$ cat src/sv/ssfs_pkg.sv
// shared types, constants and an arithmetic helper for the switch/sensor frame scheduler
// no dependencies
package ssfs_pkg;

    localparam int ID_W      = 11;
    localparam int LEN_W     = 2;
    localparam int PAYLOAD_W = 24;
    localparam int CMD_W     = 2;
    localparam int ADC_W     = 10;
    localparam int STATUS_W  = 3;
    localparam int SUM_W     = 14;
    localparam int PERIOD_W  = 8;
    localparam int SPEED_W   = 7;
    localparam int TEMP_W    = 8;
    localparam int APB_ADDR_W = 4;
    localparam int APB_DATA_W = 32;

    localparam int AVG_WINDOW_DEF = 10;

    localparam logic [SUM_W-1:0]     SUM_MAX       = 14'd16383;
    localparam logic [ADC_W-1:0]     ADC_MAX       = 10'd1023;
    localparam logic [6:0]           SPEED_SCALE   = 7'd120;
    localparam logic [8:0]           TEMP_SCALE    = 9'd330;
    localparam logic [8:0]           TEMP_OFFSET   = 9'd50;
    localparam logic [8:0]           TEMP_CLAMP    = 9'd255;
    localparam logic [LEN_W-1:0]     LEN_EVENT     = 2'd1;
    localparam logic [LEN_W-1:0]     LEN_PERIODIC  = 2'd3;

    localparam logic [ID_W-1:0]      EVT_ID_RST      = 11'd16;
    localparam logic [ID_W-1:0]      PERIODIC_ID_RST = 11'd80;
    localparam logic [PERIOD_W-1:0]  SEND_PERIOD_RST = 8'd15;
    localparam logic [PERIOD_W-1:0]  TEMP_PERIOD_RST = 8'd20;

    typedef enum logic [CMD_W-1:0] {
        CMD_HEADLIGHT = 2'd0,
        CMD_LEFT      = 2'd1,
        CMD_RIGHT     = 2'd2,
        CMD_TICK      = 2'd3
    } cmd_t;

    typedef enum logic [1:0] {
        REG_EVT_ID      = 2'd0,
        REG_PERIODIC_ID = 2'd1,
        REG_SEND_PERIOD = 2'd2,
        REG_TEMP_PERIOD = 2'd3
    } reg_idx_t;

    typedef struct packed {
        logic [ID_W-1:0]     evt_id;
        logic [ID_W-1:0]     periodic_id;
        logic [PERIOD_W-1:0] send_period;
        logic [PERIOD_W-1:0] temp_period;
    } cfg_t;

    typedef struct packed {
        logic [ID_W-1:0]      frame_id;
        logic [LEN_W-1:0]     frame_length;
        logic [PAYLOAD_W-1:0] payload;
    } frame_t;

    // floor(x / 1023) for x below 2^19, one correction step is enough
    function automatic logic [8:0] div_1023(input logic [18:0] x);
        logic [8:0]  q0;
        logic [10:0] r;
        q0 = x[18:10];
        r  = {1'b0, x[9:0]} + {2'b0, q0};
        return q0 + {8'd0, (r >= {1'b0, ADC_MAX})};
    endfunction

endpackage

$ cat src/sv/switch_sensor_frame_scheduler_core.sv
// top level: request input register, processing engine, frame output register, apb registers
// depends on ssfs_pkg, ssfs_apb_regs, ssfs_engine
//
//   channel | ports                                    | role
//   s_      | s_valid s_ready s_cmd s_speed_sample ... | press and tick requests in
//   m_      | m_valid m_ready m_frame_id ...           | event and periodic frames out
//   apb     | psel penable pwrite paddr pwdata prdata  | frame ids and periods
//
// a request is registered, then processed combinationally into the frame register
// one request per cycle unless m_ready low stalls the frame register
// m_ready low holds the frame register, and the input register fills behind it
// aresetn is synchronous, active low, and clears all control and state registers
module switch_sensor_frame_scheduler_core import ssfs_pkg::*; #(
    parameter int AVG_WINDOW = AVG_WINDOW_DEF
) (
    input  logic                  aclk,
    input  logic                  aresetn,
    input  logic                  s_valid,
    output logic                  s_ready,
    input  logic [CMD_W-1:0]      s_cmd,
    input  logic [ADC_W-1:0]      s_speed_sample,
    input  logic [ADC_W-1:0]      s_temp_sample,
    output logic                  m_valid,
    input  logic                  m_ready,
    output logic [ID_W-1:0]       m_frame_id,
    output logic [LEN_W-1:0]      m_frame_length,
    output logic [PAYLOAD_W-1:0]  m_payload,
    input  logic                  psel,
    input  logic                  penable,
    input  logic                  pwrite,
    input  logic [APB_ADDR_W-1:0] paddr,
    input  logic [APB_DATA_W-1:0] pwdata,
    output logic [APB_DATA_W-1:0] prdata,
    output logic                  pready
);

    logic             in_valid_reg;
    cmd_t             in_cmd_reg;
    logic [ADC_W-1:0] in_speed_reg;
    logic [ADC_W-1:0] in_temp_reg;
    logic             m_valid_reg;
    frame_t           m_frame_reg;
    logic             out_free;
    logic             step;
    logic             res_valid;
    frame_t           res;
    cfg_t             cfg;

    assign out_free = !m_valid_reg || m_ready;
    assign step     = in_valid_reg && out_free;
    assign s_ready  = !in_valid_reg || out_free;

    assign m_valid        = m_valid_reg;
    assign m_frame_id     = m_frame_reg.frame_id;
    assign m_frame_length = m_frame_reg.frame_length;
    assign m_payload      = m_frame_reg.payload;

    ssfs_apb_regs u_regs (
        .aclk    (aclk),
        .aresetn (aresetn),
        .psel    (psel),
        .penable (penable),
        .pwrite  (pwrite),
        .paddr   (paddr),
        .pwdata  (pwdata),
        .prdata  (prdata),
        .pready  (pready),
        .cfg     (cfg)
    );

    ssfs_engine #(
        .AVG_WINDOW (AVG_WINDOW)
    ) u_engine (
        .aclk         (aclk),
        .aresetn      (aresetn),
        .step         (step),
        .cmd          (in_cmd_reg),
        .speed_sample (in_speed_reg),
        .temp_sample  (in_temp_reg),
        .cfg          (cfg),
        .res_valid    (res_valid),
        .res          (res)
    );

    always_ff @(posedge aclk) begin
        if (!aresetn) begin
            in_valid_reg <= 1'b0;
        end else if (s_ready) begin
            in_valid_reg <= s_valid;
        end
    end

    always_ff @(posedge aclk) begin
        if (s_valid && s_ready) begin
            in_cmd_reg   <= cmd_t'(s_cmd);
            in_speed_reg <= s_speed_sample;
            in_temp_reg  <= s_temp_sample;
        end
    end

    always_ff @(posedge aclk) begin
        if (!aresetn) begin
            m_valid_reg <= 1'b0;
        end else if (step) begin
            m_valid_reg <= res_valid;
        end else if (m_ready) begin
            m_valid_reg <= 1'b0;
        end
    end

    always_ff @(posedge aclk) begin
        if (step && res_valid) begin
            m_frame_reg <= res;
        end
    end

endmodule

$ cat src/sv/ssfs_apb_regs.sv
// apb configuration registers: frame ids and tick periods
// depends on ssfs_pkg
module ssfs_apb_regs import ssfs_pkg::*; (
    input  logic                  aclk,
    input  logic                  aresetn,
    input  logic                  psel,
    input  logic                  penable,
    input  logic                  pwrite,
    input  logic [APB_ADDR_W-1:0] paddr,
    input  logic [APB_DATA_W-1:0] pwdata,
    output logic [APB_DATA_W-1:0] prdata,
    output logic                  pready,
    output cfg_t                  cfg
);

    cfg_t     cfg_reg;
    cfg_t     cfg_next;
    reg_idx_t idx;
    logic     wr_en;

    assign idx    = reg_idx_t'(paddr[3:2]);
    assign wr_en  = psel && penable && pwrite;
    assign pready = 1'b1;
    assign cfg    = cfg_reg;

    always_comb begin
        cfg_next = cfg_reg;
        if (wr_en) begin
            unique case (idx)
                REG_EVT_ID:      cfg_next.evt_id      = pwdata[ID_W-1:0];
                REG_PERIODIC_ID: cfg_next.periodic_id = pwdata[ID_W-1:0];
                REG_SEND_PERIOD: cfg_next.send_period = pwdata[PERIOD_W-1:0];
                REG_TEMP_PERIOD: cfg_next.temp_period = pwdata[PERIOD_W-1:0];
                default:         cfg_next = cfg_reg;
            endcase
        end
    end

    always_comb begin
        unique case (idx)
            REG_EVT_ID:      prdata = {{(APB_DATA_W-ID_W){1'b0}}, cfg_reg.evt_id};
            REG_PERIODIC_ID: prdata = {{(APB_DATA_W-ID_W){1'b0}}, cfg_reg.periodic_id};
            REG_SEND_PERIOD: prdata = {{(APB_DATA_W-PERIOD_W){1'b0}}, cfg_reg.send_period};
            REG_TEMP_PERIOD: prdata = {{(APB_DATA_W-PERIOD_W){1'b0}}, cfg_reg.temp_period};
            default:         prdata = '0;
        endcase
    end

    always_ff @(posedge aclk) begin
        if (!aresetn) begin
            cfg_reg.evt_id      <= EVT_ID_RST;
            cfg_reg.periodic_id <= PERIODIC_ID_RST;
            cfg_reg.send_period <= SEND_PERIOD_RST;
            cfg_reg.temp_period <= TEMP_PERIOD_RST;
        end else begin
            cfg_reg <= cfg_next;
        end
    end

endmodule

$ cat src/sv/ssfs_engine.sv
// switch status, speed averaging, temperature conversion and frame selection
// depends on ssfs_pkg
module ssfs_engine import ssfs_pkg::*; #(
    parameter int AVG_WINDOW = AVG_WINDOW_DEF
) (
    input  logic             aclk,
    input  logic             aresetn,
    input  logic             step,
    input  cmd_t             cmd,
    input  logic [ADC_W-1:0] speed_sample,
    input  logic [ADC_W-1:0] temp_sample,
    input  cfg_t             cfg,
    output logic             res_valid,
    output frame_t           res
);

    localparam int CNT_W     = $clog2(AVG_WINDOW + 1);
    localparam int AVG_SHIFT = SUM_W + $clog2(AVG_WINDOW);
    localparam int AVG_MULT  = ((1 << AVG_SHIFT) + AVG_WINDOW - 1) / AVG_WINDOW;
    localparam int PROD_W    = SUM_W + 16;

    logic [STATUS_W-1:0] status_reg, status_next;
    logic [STATUS_W-1:0] last_sent_reg, last_sent_next;
    logic [SUM_W-1:0]    sum_reg, sum_next;
    logic [CNT_W-1:0]    avg_cnt_reg, avg_cnt_next;
    logic [PERIOD_W-1:0] send_cnt_reg, send_cnt_next;
    logic [PERIOD_W-1:0] temp_cnt_reg, temp_cnt_next;
    logic [SPEED_W-1:0]  speed_reg, speed_next;
    logic [TEMP_W-1:0]   temp_reg, temp_next;

    logic [SUM_W:0]      sum_add;
    logic [SUM_W-1:0]    sum_sat;
    logic [CNT_W-1:0]    avg_cnt_inc;
    logic [PERIOD_W-1:0] send_cnt_inc;
    logic [PERIOD_W-1:0] temp_cnt_inc;
    logic [PROD_W-1:0]   avg_prod;
    logic [SUM_W-1:0]    avg_raw;
    logic [ADC_W-1:0]    avg;
    logic [8:0]          speed_q;
    logic [8:0]          deg;
    logic [STATUS_W-1:0] press_status;
    logic                window_done;
    logic                send_due;
    logic                temp_due;

    // tick datapath
    assign sum_add      = {1'b0, sum_reg} + {{(SUM_W+1-ADC_W){1'b0}}, speed_sample};
    assign sum_sat      = sum_add[SUM_W] ? SUM_MAX : sum_add[SUM_W-1:0];
    assign avg_cnt_inc  = avg_cnt_reg + CNT_W'(1);
    assign send_cnt_inc = send_cnt_reg + PERIOD_W'(1);
    assign temp_cnt_inc = temp_cnt_reg + PERIOD_W'(1);
    assign window_done  = (avg_cnt_inc >= CNT_W'(AVG_WINDOW));
    assign send_due     = (send_cnt_inc >= cfg.send_period);
    assign temp_due     = (temp_cnt_inc >= cfg.temp_period);

    assign avg_prod = PROD_W'(sum_sat) * PROD_W'(AVG_MULT);
    assign avg_raw  = SUM_W'(avg_prod >> AVG_SHIFT);
    assign avg      = (avg_raw > {{(SUM_W-ADC_W){1'b0}}, ADC_MAX}) ? ADC_MAX : avg_raw[ADC_W-1:0];
    assign speed_q  = div_1023(19'(avg) * 19'(SPEED_SCALE));
    assign deg      = div_1023(19'(temp_sample) * 19'(TEMP_SCALE));

    always_comb begin
        press_status = status_reg;
        case (cmd)
            CMD_HEADLIGHT: press_status = status_reg ^ 3'b001;
            CMD_LEFT:      press_status = (status_reg ^ 3'b010) & 3'b011;
            CMD_RIGHT:     press_status = (status_reg ^ 3'b100) & 3'b101;
            default:       press_status = status_reg;
        endcase
    end

    always_comb begin
        status_next    = status_reg;
        last_sent_next = last_sent_reg;
        sum_next       = sum_reg;
        avg_cnt_next   = avg_cnt_reg;
        send_cnt_next  = send_cnt_reg;
        temp_cnt_next  = temp_cnt_reg;
        speed_next     = speed_reg;
        temp_next      = temp_reg;
        res_valid      = 1'b0;
        res            = '0;
        if (cmd != CMD_TICK) begin
            status_next = press_status;
            if (press_status != last_sent_reg) begin
                last_sent_next   = press_status;
                res_valid        = 1'b1;
                res.frame_id     = cfg.evt_id;
                res.frame_length = LEN_EVENT;
                res.payload      = {{(PAYLOAD_W-STATUS_W){1'b0}}, press_status};
            end
        end else begin
            sum_next      = sum_sat;
            avg_cnt_next  = avg_cnt_inc;
            send_cnt_next = send_cnt_inc;
            temp_cnt_next = temp_cnt_inc;
            if (window_done) begin
                speed_next   = speed_q[SPEED_W-1:0];
                sum_next     = '0;
                avg_cnt_next = '0;
            end
            if (send_due) begin
                send_cnt_next    = '0;
                res_valid        = 1'b1;
                res.frame_id     = cfg.periodic_id;
                res.frame_length = LEN_PERIODIC;
                res.payload      = {5'd0, status_reg, temp_reg, 1'b0, speed_next};
            end
            if (temp_due) begin
                temp_cnt_next = '0;
                if (deg < TEMP_OFFSET) begin
                    temp_next = '0;
                end else if ((deg - TEMP_OFFSET) > TEMP_CLAMP) begin
                    temp_next = TEMP_CLAMP[TEMP_W-1:0];
                end else begin
                    temp_next = TEMP_W'(deg - TEMP_OFFSET);
                end
            end
        end
    end

    always_ff @(posedge aclk) begin
        if (!aresetn) begin
            status_reg    <= '0;
            last_sent_reg <= '0;
            sum_reg       <= '0;
            avg_cnt_reg   <= '0;
            send_cnt_reg  <= '0;
            temp_cnt_reg  <= '0;
            speed_reg     <= '0;
            temp_reg      <= '0;
        end else if (step) begin
            status_reg    <= status_next;
            last_sent_reg <= last_sent_next;
            sum_reg       <= sum_next;
            avg_cnt_reg   <= avg_cnt_next;
            send_cnt_reg  <= send_cnt_next;
            temp_cnt_reg  <= temp_cnt_next;
            speed_reg     <= speed_next;
            temp_reg      <= temp_next;
        end
    end

endmodule

$ cat config.mk
export PLATFORM = sky130hd
export DESIGN_NAME = switch_sensor_frame_scheduler_core
export DESIGN_NICKNAME = d
export VERILOG_FILES = /design/src/sv/ssfs_pkg.sv /design/src/sv/switch_sensor_frame_scheduler_core.sv /design/src/sv/ssfs_apb_regs.sv /design/src/sv/ssfs_engine.sv
export SDC_FILE = /design/constraint.sdc
export NUM_CORES = 1
export LEC_CHECK = 0
export BUFFER_PORTS_ARGS = -buffer_cell sky130_fd_sc_hd__buf_2
export CAP_MARGIN = 20
export CORE_ASPECT_RATIO = 2
export CORE_UTILIZATION = 55
export CTS_CLUSTER_DIAMETER = 100
export DETAILED_ROUTE_END_ITERATION = 8
export PLACE_DENSITY_LB_ADDON = 0.12
export SYNTH_ARGS = -nofsm -noshare
export SYNTH_HDL_FRONTEND = slang
export SYNTH_HIERARCHICAL = 1
export SYNTH_SLANG_ARGS = --single-unit
$ cat constraint.sdc
create_clock -name aclk -period 14.1 [get_ports aclk]
set_clock_uncertainty 0.05 [all_clocks]
set_input_delay 2.82 -clock aclk [delete_from_list [all_inputs] [get_ports aclk]]
set_output_delay 2.82 -clock aclk [all_outputs]
set_load 0.005 [all_outputs]
==> qor.yml, run 1 <==
outcome:
  status: "completed"
clocking:
  cts_num_sinks: 154
  path_clk_slew_ns: 0.07
  clock_latency_ns: 0.45
  clockBufferDepth: 2
  root_buffer: "clkbuf_16"
  htreeDepth: 4
  cts_buffers: 17
  cts_tree: "built"
timing:
  setup_violations: 0
  max_freq_ghz: 0.0733
  fin_ws_ns: 0.453
  slew_headroom_pct: 22.7
  period_share_pct: 96.8
  tns_ns: 0
  slew_viol_final: 0
  finalCriticalPeriod_ns: 13.65
  tightest_slew_ns: 1.15
  hold_viol: 0
synth:
  synth_top_area_cell: "ha_1"
  synth_cells: 1583
  yosysWarnings: 6
  syn_area_sq_um: 14800
  synth_top_area_share_pct: 18.2
  synth.area.top_cells: "ha_1 18%, dfxtp_1 13%, edfxtp_1 12%"
  netlist_top_cells_count: "218 x inv_1, 216 x ha_1, 123 x nand2_1, 95 x dfxtp_1, 87 x fa_1"
  yosys.cell_types.count: 92
  syn_avg_cell_area_sq_um: 9.38
  synth.yosys.seq_area_share_pct: 24.7
  synthArstFlopShare_pct: 0
  synth_edf_count: 59
  synth_top_flop_cell: "dfxtp_1"
  synth.ff_latch_count: 154
  synth.most_common_cell: "inv_1"
routing:
  remaining_drc_errors: 0
  wl_met1_mm: 11.9
  firstDrtPassIters: 5
  wl_per_cell_microns: 15.7
  wl_met2_mm: 18.8
  vias_per_cell: 5.52
  ant_nets: 0
  topRoutingLayerUsed: "met4"
  wirelength_mm: 32.7
  route.met3.wl_microns: 678
  first_iter_violations: 503
  vias: 11500
finish:
  fillerInstances: 2260
  design_area_sq_um: 17000
  largest_reg_flops: 38
  fin_cells: 2088
  diodes: 0
  final_nets: 2099
  drive_above_1_share_pct: 17.0
  area_growth_pct: 14.4
setup_path:
  critPathBufInv: 6
  crit_family: "adder cells"
  arrival_ns: 13.78
  critPathMaxFanout: 4
  cp-end-kind: "register"
  critPathLaunchType: "register"
  critPathMaxStageDelay_ns: 0.58
  path_class: "reg2reg"
  cpMaxStageDelayCell: "fa_1"
  worstPathRequired_ns: 14.23
  crit_top_cell: "fa_1"
grt:
  antenna_found_initial: 0
  grtUsageTotal_pct: 24.0
  grt_first_pass_wirelength_mm: 52.9
  gr-total-overflow: 0
  grt_max_degree: 66
  first_global_vias: 11500
place:
  dp_hpwl_mm: 26.0
  gp_congestion: 0.893
  dp.cells: 2025
  io_buffers: 91
  dp_slack_ns: -0.404
  dpl_cell_area_sq_um: 15800
job:
  cap_violations: 0
floorplan:
  dieArea_sq_um: 27700
  io_pins: 137
  die_h_microns: 234
  die_w_microns: 118
  initial_core_util_pct: 56.3
  num_rows: 84
  coreArea_sq_um: 26400
hold_path:
  worst_hold_path_type: "reg2reg"
-- worst register-to-register path: cells and delay by family, from the launching register on --
family                   cells  cell delay (ns)
AND/OR/NAND/NOR             10             1.71
AO/OA/AOI/OAI               26             4.50
flip-flops                   1             0.39
buffers and inverters        6             0.42
XOR/XNOR                     4             0.73
adder cells (fa/ha/maj)     14             5.56
-- timing repair --
item | in CTS | in global routing
buffers inserted | 14 | 17
endpoints found under the setup margin | 11 | 14
gates cloned | 0 | 0
gates resized for setup | 11 | 57
hold buffers | 0 | 0
pin swaps | 12 | 46
-- worst paths after layout --
kind,from,end,slack [ns],cells past startpoint
min reg2reg,u_engine/temp_reg[6],u_engine/temp_reg[6],0.39,2
max reg2reg,in_speed_reg[1],m_payload[6],0.45,60
min,u_engine/temp_reg[6],u_engine/temp_reg[6],0.39,2
max,in_speed_reg[1],m_payload[6],0.45,60
-- cells by family after synthesis --
family	share of synthesized area (%)
simple gates	13.1
compound gates	13.7
buf+inv	8.59
fa+ha+maj	29.9
xor+xnor	5.23
other cells	0.0758
mux	4.69
flops	24.7
-- metal layers --
metal  GRT usage (%)  up-vias
met2            49.1      227
met5               0        -
li1                -     5675
met4            11.8        0
met3            3.16       77
met1            23.0     5539
-- stage by stage --
stage | utilization [%] | hold slack (ns)
6_report | 64.4 | 0.392
5_1_grt | 64.4 | 0.406
4_1_cts | 63.0 | 0.396
3_5_place_dp | 60.0 | 0.385
3_3_place_gp | 60.0 | 0.380
2_1_floorplan | - | 0.372
-- cells in the final DEF, fill, tap and decap left out, types with 11 or more instances in the layout --
cell / synthesis / routed
nor2_1: 83 / 78
clkbuf_16: 0 / 18
a22o_1: 11 / 11
fa_1: 87 / 84
dfxtp_1: 95 / 95
and2_1: 17 / 17
mux2i_1: 49 / 49
ha_1: 216 / 213
a21o_1: 38 / 38
edfxtp_1: 59 / 59
o21ai_1: 9 / 13
a22oi_1: 11 / 11
buf_4: 30 / 86
nand2_1: 123 / 122
o21ai_0: 50 / 42
a21oi_1: 72 / 63
nor2b_1: 23 / 22
xnor2_1: 48 / 48
nand2b_1: 14 / 14
conb_1: 3 / 28
o21a_1: 15 / 15
nor3_1: 26 / 26
o211ai_1: 12 / 12
a211oi_1: 18 / 17
buf_2: 8 / 91
nand3_1: 23 / 21
inv_1: 218 / 216
xor2_1: 30 / 29
-- final cells by class --
cell class | count | area, sq um | share of cell area, %
inverters | 221 | 830 | 4.88
well taps | 344 | 430 | 2.53
flip-flops and latches | 154 | 3670 | 21.6
repair buffers | 180 | 1150 | 6.78
clock inverters | 14 | 196 | 1.16
clock buffers | 18 | 450 | 2.65
multi-input cells | 1157 | 10300 | 60.4
Power of run 1 is left out: the tool's default activity adds up to more than one toggle a clock period on the data nets, which glitch-free logic cannot reach.
==> inputs of run 2 (changes only) <==
--- a/config.mk
+++ b/config.mk
@@ -5,6 +5,7 @@
 export SDC_FILE = /design/constraint.sdc
 export NUM_CORES = 1
 export LEC_CHECK = 0
+export ABC_AREA = 1
 export BUFFER_PORTS_ARGS = -buffer_cell sky130_fd_sc_hd__buf_2
 export CAP_MARGIN = 20
 export CORE_ASPECT_RATIO = 2
==> qor.yml, run 2 <==
synth:
  synth_edf_count: 59  # unchanged
  synth.most_common_cell: "nand2_1"
  synth_top_area_share_pct: 17.8  # -0.37 points
  synth.yosys.seq_area_share_pct: 24.2  # -0.50 points
  synth_top_area_cell: "ha_1"
  synth_cells: 1918  # +21%
  yosys.cell_types.count: 59  # -36%
  syn_avg_cell_area_sq_um: 7.90  # -16%
  synth.area.top_cells: "ha_1 18%, dfxtp_1 13%, edfxtp_1 12%"
  synth_top_flop_cell: "dfxtp_1"
  synth.ff_latch_count: 154  # unchanged
  synthArstFlopShare_pct: 0  # unchanged
  yosysWarnings: 6  # unchanged
  syn_area_sq_um: 15200  # +2.1%
  netlist_top_cells_count: "361 x nand2_1, 343 x inv_1, 216 x ha_1, 149 x nor2_1, 125 x nand3_1"
clocking:
  htreeDepth: 4  # unchanged
  hold_buffers: 0  # unchanged
  path_clk_slew_ns: 0.07  # about the same
  clockBufferDepth: 2  # unchanged
  cts_num_sinks: 154  # unchanged
  post_cts_buffers: 0  # -14
  cts_tree: "built"
  root_buffer: "clkbuf_16"
  clock_latency_ns: 0.43  # -0.02 ns
  cts_buffers: 17  # unchanged
setup_path:
  critPathBufInv: 15  # +9
  critPathMaxStageDelay_ns: 0.54  # -0.04 ns
  path_class: "reg2reg"
  crit_end: "m_payload[6]"
  r2r_cells: 64  # +6.7%
  r2r_slack_ns: 1.14  # +0.68 ns
  critPathLaunchType: "register"
  r2r_end: "m_payload[6]"
  crit_family: "adder cells"
  cp-end-kind: "register"
  cp-startpoint: "in_speed_reg[0]"
  arrival_ns: 13.09  # -0.69 ns
  worstPathRequired_ns: 14.23  # about the same
  critPathMaxFanout: 6  # +2
  r2r-start: "in_speed_reg[0]"
  cpMaxStageDelayCell: "fa_1"
  crit_top_cell: "inv_1"
  path_depth: 64  # +6.7%
finish:
  fillerInstances: 2523  # +12%
  largest_reg_flops: 38  # unchanged
  final_common_cell: "nand2_1"
  area_growth_pct: 8.40
  multi_input_comb_area_sq_um: 9840  # -4.1%
  drive_above_1_share_pct: 11.8  # -5.2 points
  final_nets: 2369  # +13%
  final_cell_mix: "361 x nand2_1, 343 x inv_1, 216 x ha_1, 148 x nor2_1, 125 x nand3_1"
  seqCellArea_sq_um: 3670  # unchanged
floorplan:
  coreArea_sq_um: 27000  # +2.4%
  initial_core_util_pct: 56.1  # -0.18 points
  dieArea_sq_um: 28300  # +2.0%
  die_w_microns: 119  # +1.0%
  num_rows: 85  # +1.2%
  io_pins: 137  # unchanged
  die_h_microns: 237  # +1.0%
timing:
  tightest_slew_ns: 0.966  # -0.188 ns
  period_share_pct: 91.9  # -4.8 points
  hold_viol: 0  # unchanged
  slew_headroom_pct: 35.5  # +13 points
  setup_violations: 0  # unchanged
  slew_viol_final: 0  # unchanged
  max_freq_ghz: 0.0771  # +5.3%
  timing.hold.ws_ns: 0.422  # +0.0299 ns
  tns_ns: 0  # unchanged
  finalCriticalPeriod_ns: 12.96  # -0.683 ns
  fin_ws_ns: 1.14  # +0.683 ns
  rsz0062_at_grt: "no"
grt:
  grt_util_met1_pct: 23.2  # +0.23 points
  grt_first_pass_wirelength_mm: 58.3  # +10%
  grtUsageMet2_pct: 53.3  # +4.2 points
  first_global_vias: 12800  # +12%
  antenna_found_initial: 1  # +1
  grt.met3_usage_pct: 3.23  # +0.066 points
  gr-total-overflow: 0  # unchanged
  grt_max_degree: 50  # -24%
  top_usage_layer: "met2"
  grtUsageTotal_pct: 26.2  # +2.2 points
routing:
  remaining_drc_errors: 0  # unchanged
  wirelength_mm: 35.5  # +8.4%
  first_iter_violations: 481  # -4.4%
  wl_per_cell_microns: 15.0  # -4.2%
  vias: 12400  # +8.0%
  firstDrtPassIters: 7  # +2
  ant_nets: 0  # unchanged
  vias_per_cell: 5.26  # -4.6%
place:
  gp_congestion: 0.860  # -3.7%
  dp_slack_ns: 0.973  # +1.38 ns
  io_buffers: 91  # unchanged
  dp_hpwl_mm: 29.2  # +12%
job:
  cap_violations: 0  # unchanged
hold_path:
  worst_hold_path_type: "reg2reg"
outcome:
  status: "completed"
-- run 2: worst min-delay path by stage --
| stage | slack, ns | cells past startpoint | startpoint | to |
|---|---|---|---|---|
| after floorplan | 0.40 | 2 | u_engine/temp_reg[6] | u_engine/temp_reg[6] |
| after global placement | 0.40 | 2 | u_engine/temp_reg[6] | u_engine/temp_reg[6] |
| after detailed placement | 0.41 | 2 | u_engine/sum_reg[0] | u_engine/sum_reg[0] |
| after CTS | 0.42 | 2 | u_engine/sum_reg[0] | u_engine/sum_reg[0] |
| after global routing | 0.43 | 2 | u_engine/sum_reg[0] | u_engine/sum_reg[0] |
| final | 0.42 | 2 | u_engine/sum_reg[9] | u_engine/sum_reg[9] |
-- run 2: area by class of cell --
class | instances | share of cell area [%]
clock inverter | 13 | 0.922
inverter | 361 | 8.26
antenna | 1 | 0.0152
sequential | 154 | 22.4
timing repair buffer | 99 | 3.14
clock buffer | 19 | 2.76
multi-input combinational | 1368 | 59.9
tap | 348 | 2.65
-- run 2: timing repair --
action | in CTS | in global routing
endpoints found under the setup margin | 0 | 8
endpoints found under the hold margin | 0 | 0
gates resized for setup | 0 | 2
-- run 2: tightest hold or removal path: cells and delay by family, from the launching register on --
family / cells / cell delay (ns)
AOI/OAI and AO/OA: 1 / 0.05
and+or+nand+nor: 1 / 0.06
DFF: 1 / 0.31
-- run 2: metrics by stage --
step | util (%) | cell area (sq um) | cells
global placement | 58.5 | 15800 | 2330
floorplan | - | 15200 | 1943
detailed placement | 58.5 | 15800 | 2330
global route | 60.8 | 16400 | 2363
finish | 60.8 | 16400 | 2363
CTS | 60.8 | 16400 | 2362
-- run 2: cells by family (layout without fill, tap and decap cells) --
family,after synthesis,count (layout),synth area share (%)
other,3,29,0.0743
DFF,154,154,24.2
buffers and inverters,421,492,11.5
AOI/OAI and AO/OA,225,225,9.13
muxes,2,2,0.132
and+or+nand+nor,761,761,22.7
adders and majority gates,303,303,29.3
xor gates and xnor gates,49,49,2.83
-- run 2: routing by layer --
metal  vias to the layer above  wire [microns]
li1                       6286               -
met4                         0            2090
met3                        96             954
met1                      5800           12000
met5                         -               0
met2                       257           20400
Power of run 2 is left out for the same reason.
==> inputs of run 3 (changes only) <==
--- a/config.mk
+++ b/config.mk
@@ -7,7 +7,6 @@
 export LEC_CHECK = 0
 export ABC_AREA = 1
 export BUFFER_PORTS_ARGS = -buffer_cell sky130_fd_sc_hd__buf_2
-export CAP_MARGIN = 20
 export CORE_ASPECT_RATIO = 2
 export CORE_UTILIZATION = 55
 export CTS_CLUSTER_DIAMETER = 100
==> constraint.sdc (replaced) <==
create_clock -name aclk -period 14.1 [get_ports aclk]
set_clock_uncertainty 0.05 [all_clocks]
set_input_delay 0.705 -clock aclk [delete_from_list [all_inputs] [get_ports aclk]]
set_output_delay 0.705 -clock aclk [all_outputs]
set_load 0.005 [all_outputs]
==> qor.yml, run 3 (synthesis results as in run 2) <==
outcome:
  status: "completed"
timing:
  period_share_pct: 92.0  # about the same
  tns_ns: 0  # unchanged
  finalCriticalPeriod_ns: 12.98  # +0.0126 ns
  hold_viol: 0  # unchanged
  slew_viol_final: 0  # unchanged
  max_freq_ghz: 0.0771  # about the same
  slew_headroom_pct: 35.6  # +0.092 points
  setup_violations: 0  # unchanged
  rsz0062_at_grt: "no"
  tightest_slew_ns: 0.964  # -0.00138 ns
clocking:
  cts_tree: "built"
  htreeDepth: 4  # unchanged
  clock_latency_ns: 0.43  # about the same
  root_buffer: "clkbuf_16"
  clockBufferDepth: 2  # unchanged
  path_clk_slew_ns: 0.07  # about the same
  cts_buffers: 17  # unchanged
  cts_num_sinks: 154  # unchanged
setup_path:
  cpMaxStageDelayCell: "fa_1"
  critPathMaxStageDelay_ns: 0.54  # about the same
  crit_top_cell: "nand2_1"
  path_class: "reg2reg"
  critPathBufInv: 13  # -2
  critPathMaxFanout: 6  # unchanged
  arrival_ns: 13.20  # +0.11 ns
  worstPathRequired_ns: 14.32  # +0.09 ns
  crit_family: "adder cells"
  critPathLaunchType: "register"
  cp-end-kind: "register"
finish:
  largest_reg_flops: 38  # unchanged
  final_cell_mix: "361 x nand2_1, 343 x inv_1, 216 x ha_1, 149 x nor2_1, 125 x nand3_1"
  final_nets: 2369  # unchanged
  area_growth_pct: 8.20
  drive_above_1_share_pct: 11.6  # -0.25 points
  final_common_cell: "nand2_1"
  utilization_pct: 60.7  # -0.11 points
place:
  dp_hpwl_mm: 29.3  # +0.30%
  io_buffers: 91  # unchanged
  gp_congestion: 0.862  # +0.27%
hold_path:
  worst_hold_path_type: "in2reg"
grt:
  gr-total-overflow: 0  # unchanged
  antenna_found_initial: 1  # unchanged
  first_global_vias: 12700  # -0.73%
  grt_max_degree: 50  # unchanged
  grtUsageTotal_pct: 26.3  # +0.064 points
  grt_first_pass_wirelength_mm: 58.4  # +0.14%
floorplan:
  coreArea_sq_um: 27000  # unchanged
  die_w_microns: 119  # unchanged
  dieArea_sq_um: 28300  # unchanged
  initial_core_util_pct: 56.1  # unchanged
  die_h_microns: 237  # unchanged
  num_rows: 85  # unchanged
  io_pins: 137  # unchanged
job:
  cap_violations: 0  # unchanged
routing:
  vias: 12500  # +0.29%
  wl_per_cell_microns: 15.1  # +0.73%
  first_iter_violations: 479  # -0.42%
  ant_nets: 0  # unchanged
  wirelength_mm: 35.7  # +0.73%
  remaining_drc_errors: 0  # unchanged
  vias_per_cell: 5.28  # +0.29%
  firstDrtPassIters: 5  # -2
-- run 3: worst register-to-register path, delay by kind of cell (launching register included) --
family                   cells  cell delay [ns]
flip-flops                   1             0.37
AND/OR/NAND/NOR             33             4.35
XOR/XNOR                     1             0.43
AO/OA/AOI/OAI                4             0.84
buffers and inverters       13             1.36
adder cells (fa/ha/maj)     15             5.42
-- run 3: what timing repair did --
action | in CTS | in global routing
hold buffers | 0 | 0
setup endpoints to repair | 0 | 1
buffers inserted | 0 | 0
resized for setup | 0 | 1
-- run 3: path summary, 6_finish.rpt --
| kind | startpoint | endpoint | slack [ns] | cells past startpoint |
|---|---|---|---|---|
| setup / recovery | in_speed_reg[0] | m_payload[6] | 1.12 | 66 |
| hold / removal | s_temp_sample[3] | in_temp_reg[3] | 0.39 | 1 |
| setup reg to reg | in_speed_reg[0] | m_payload[6] | 1.12 | 66 |
| hold reg to reg | u_engine/sum_reg[9] | u_engine/sum_reg[9] | 0.42 | 2 |
-- run 3: final cells by class --
| class | instances | area [sq um] |
|---|---|---|
| diodes | 1 | 2.50 |
| fillers | 2545 | 10600 |
| clock inverters | 12 | 140 |
| flip-flops and latches | 154 | 3670 |
| clock buffers | 20 | 437 |
| well taps | 348 | 435 |
| inverters | 361 | 1360 |
| repair buffers | 99 | 515 |
| multi-input cells | 1368 | 9840 |
-- run 3: per-layer routing --
metal	GRT usage (%)	routed length, microns	up-vias
met3	3.03	871	99
met4	16.4	2150	0
li1	-	-	6292
met2	53.7	20500	257
met5	0	0	-
met1	23.4	12200	5827
-- run 3: metrics by stage --
| step | cells | setup WS, ns | hold slack, ns | area (sq um) |
|---|---|---|---|---|
| global placement | 2330 | 1.26 | 0.405 | 15800 |
| CTS | 2362 | 0.956 | 0.373 | 16400 |
| floorplan | 1943 | 2.66 | 0.395 | 15200 |
| global route | 2363 | 0.0662 | 0.380 | 16400 |
| finish | 2363 | 1.12 | 0.393 | 16400 |
| detailed placement | 2330 | 0.987 | 0.413 | 15800 |
Power of run 3 is left out for the same reason.
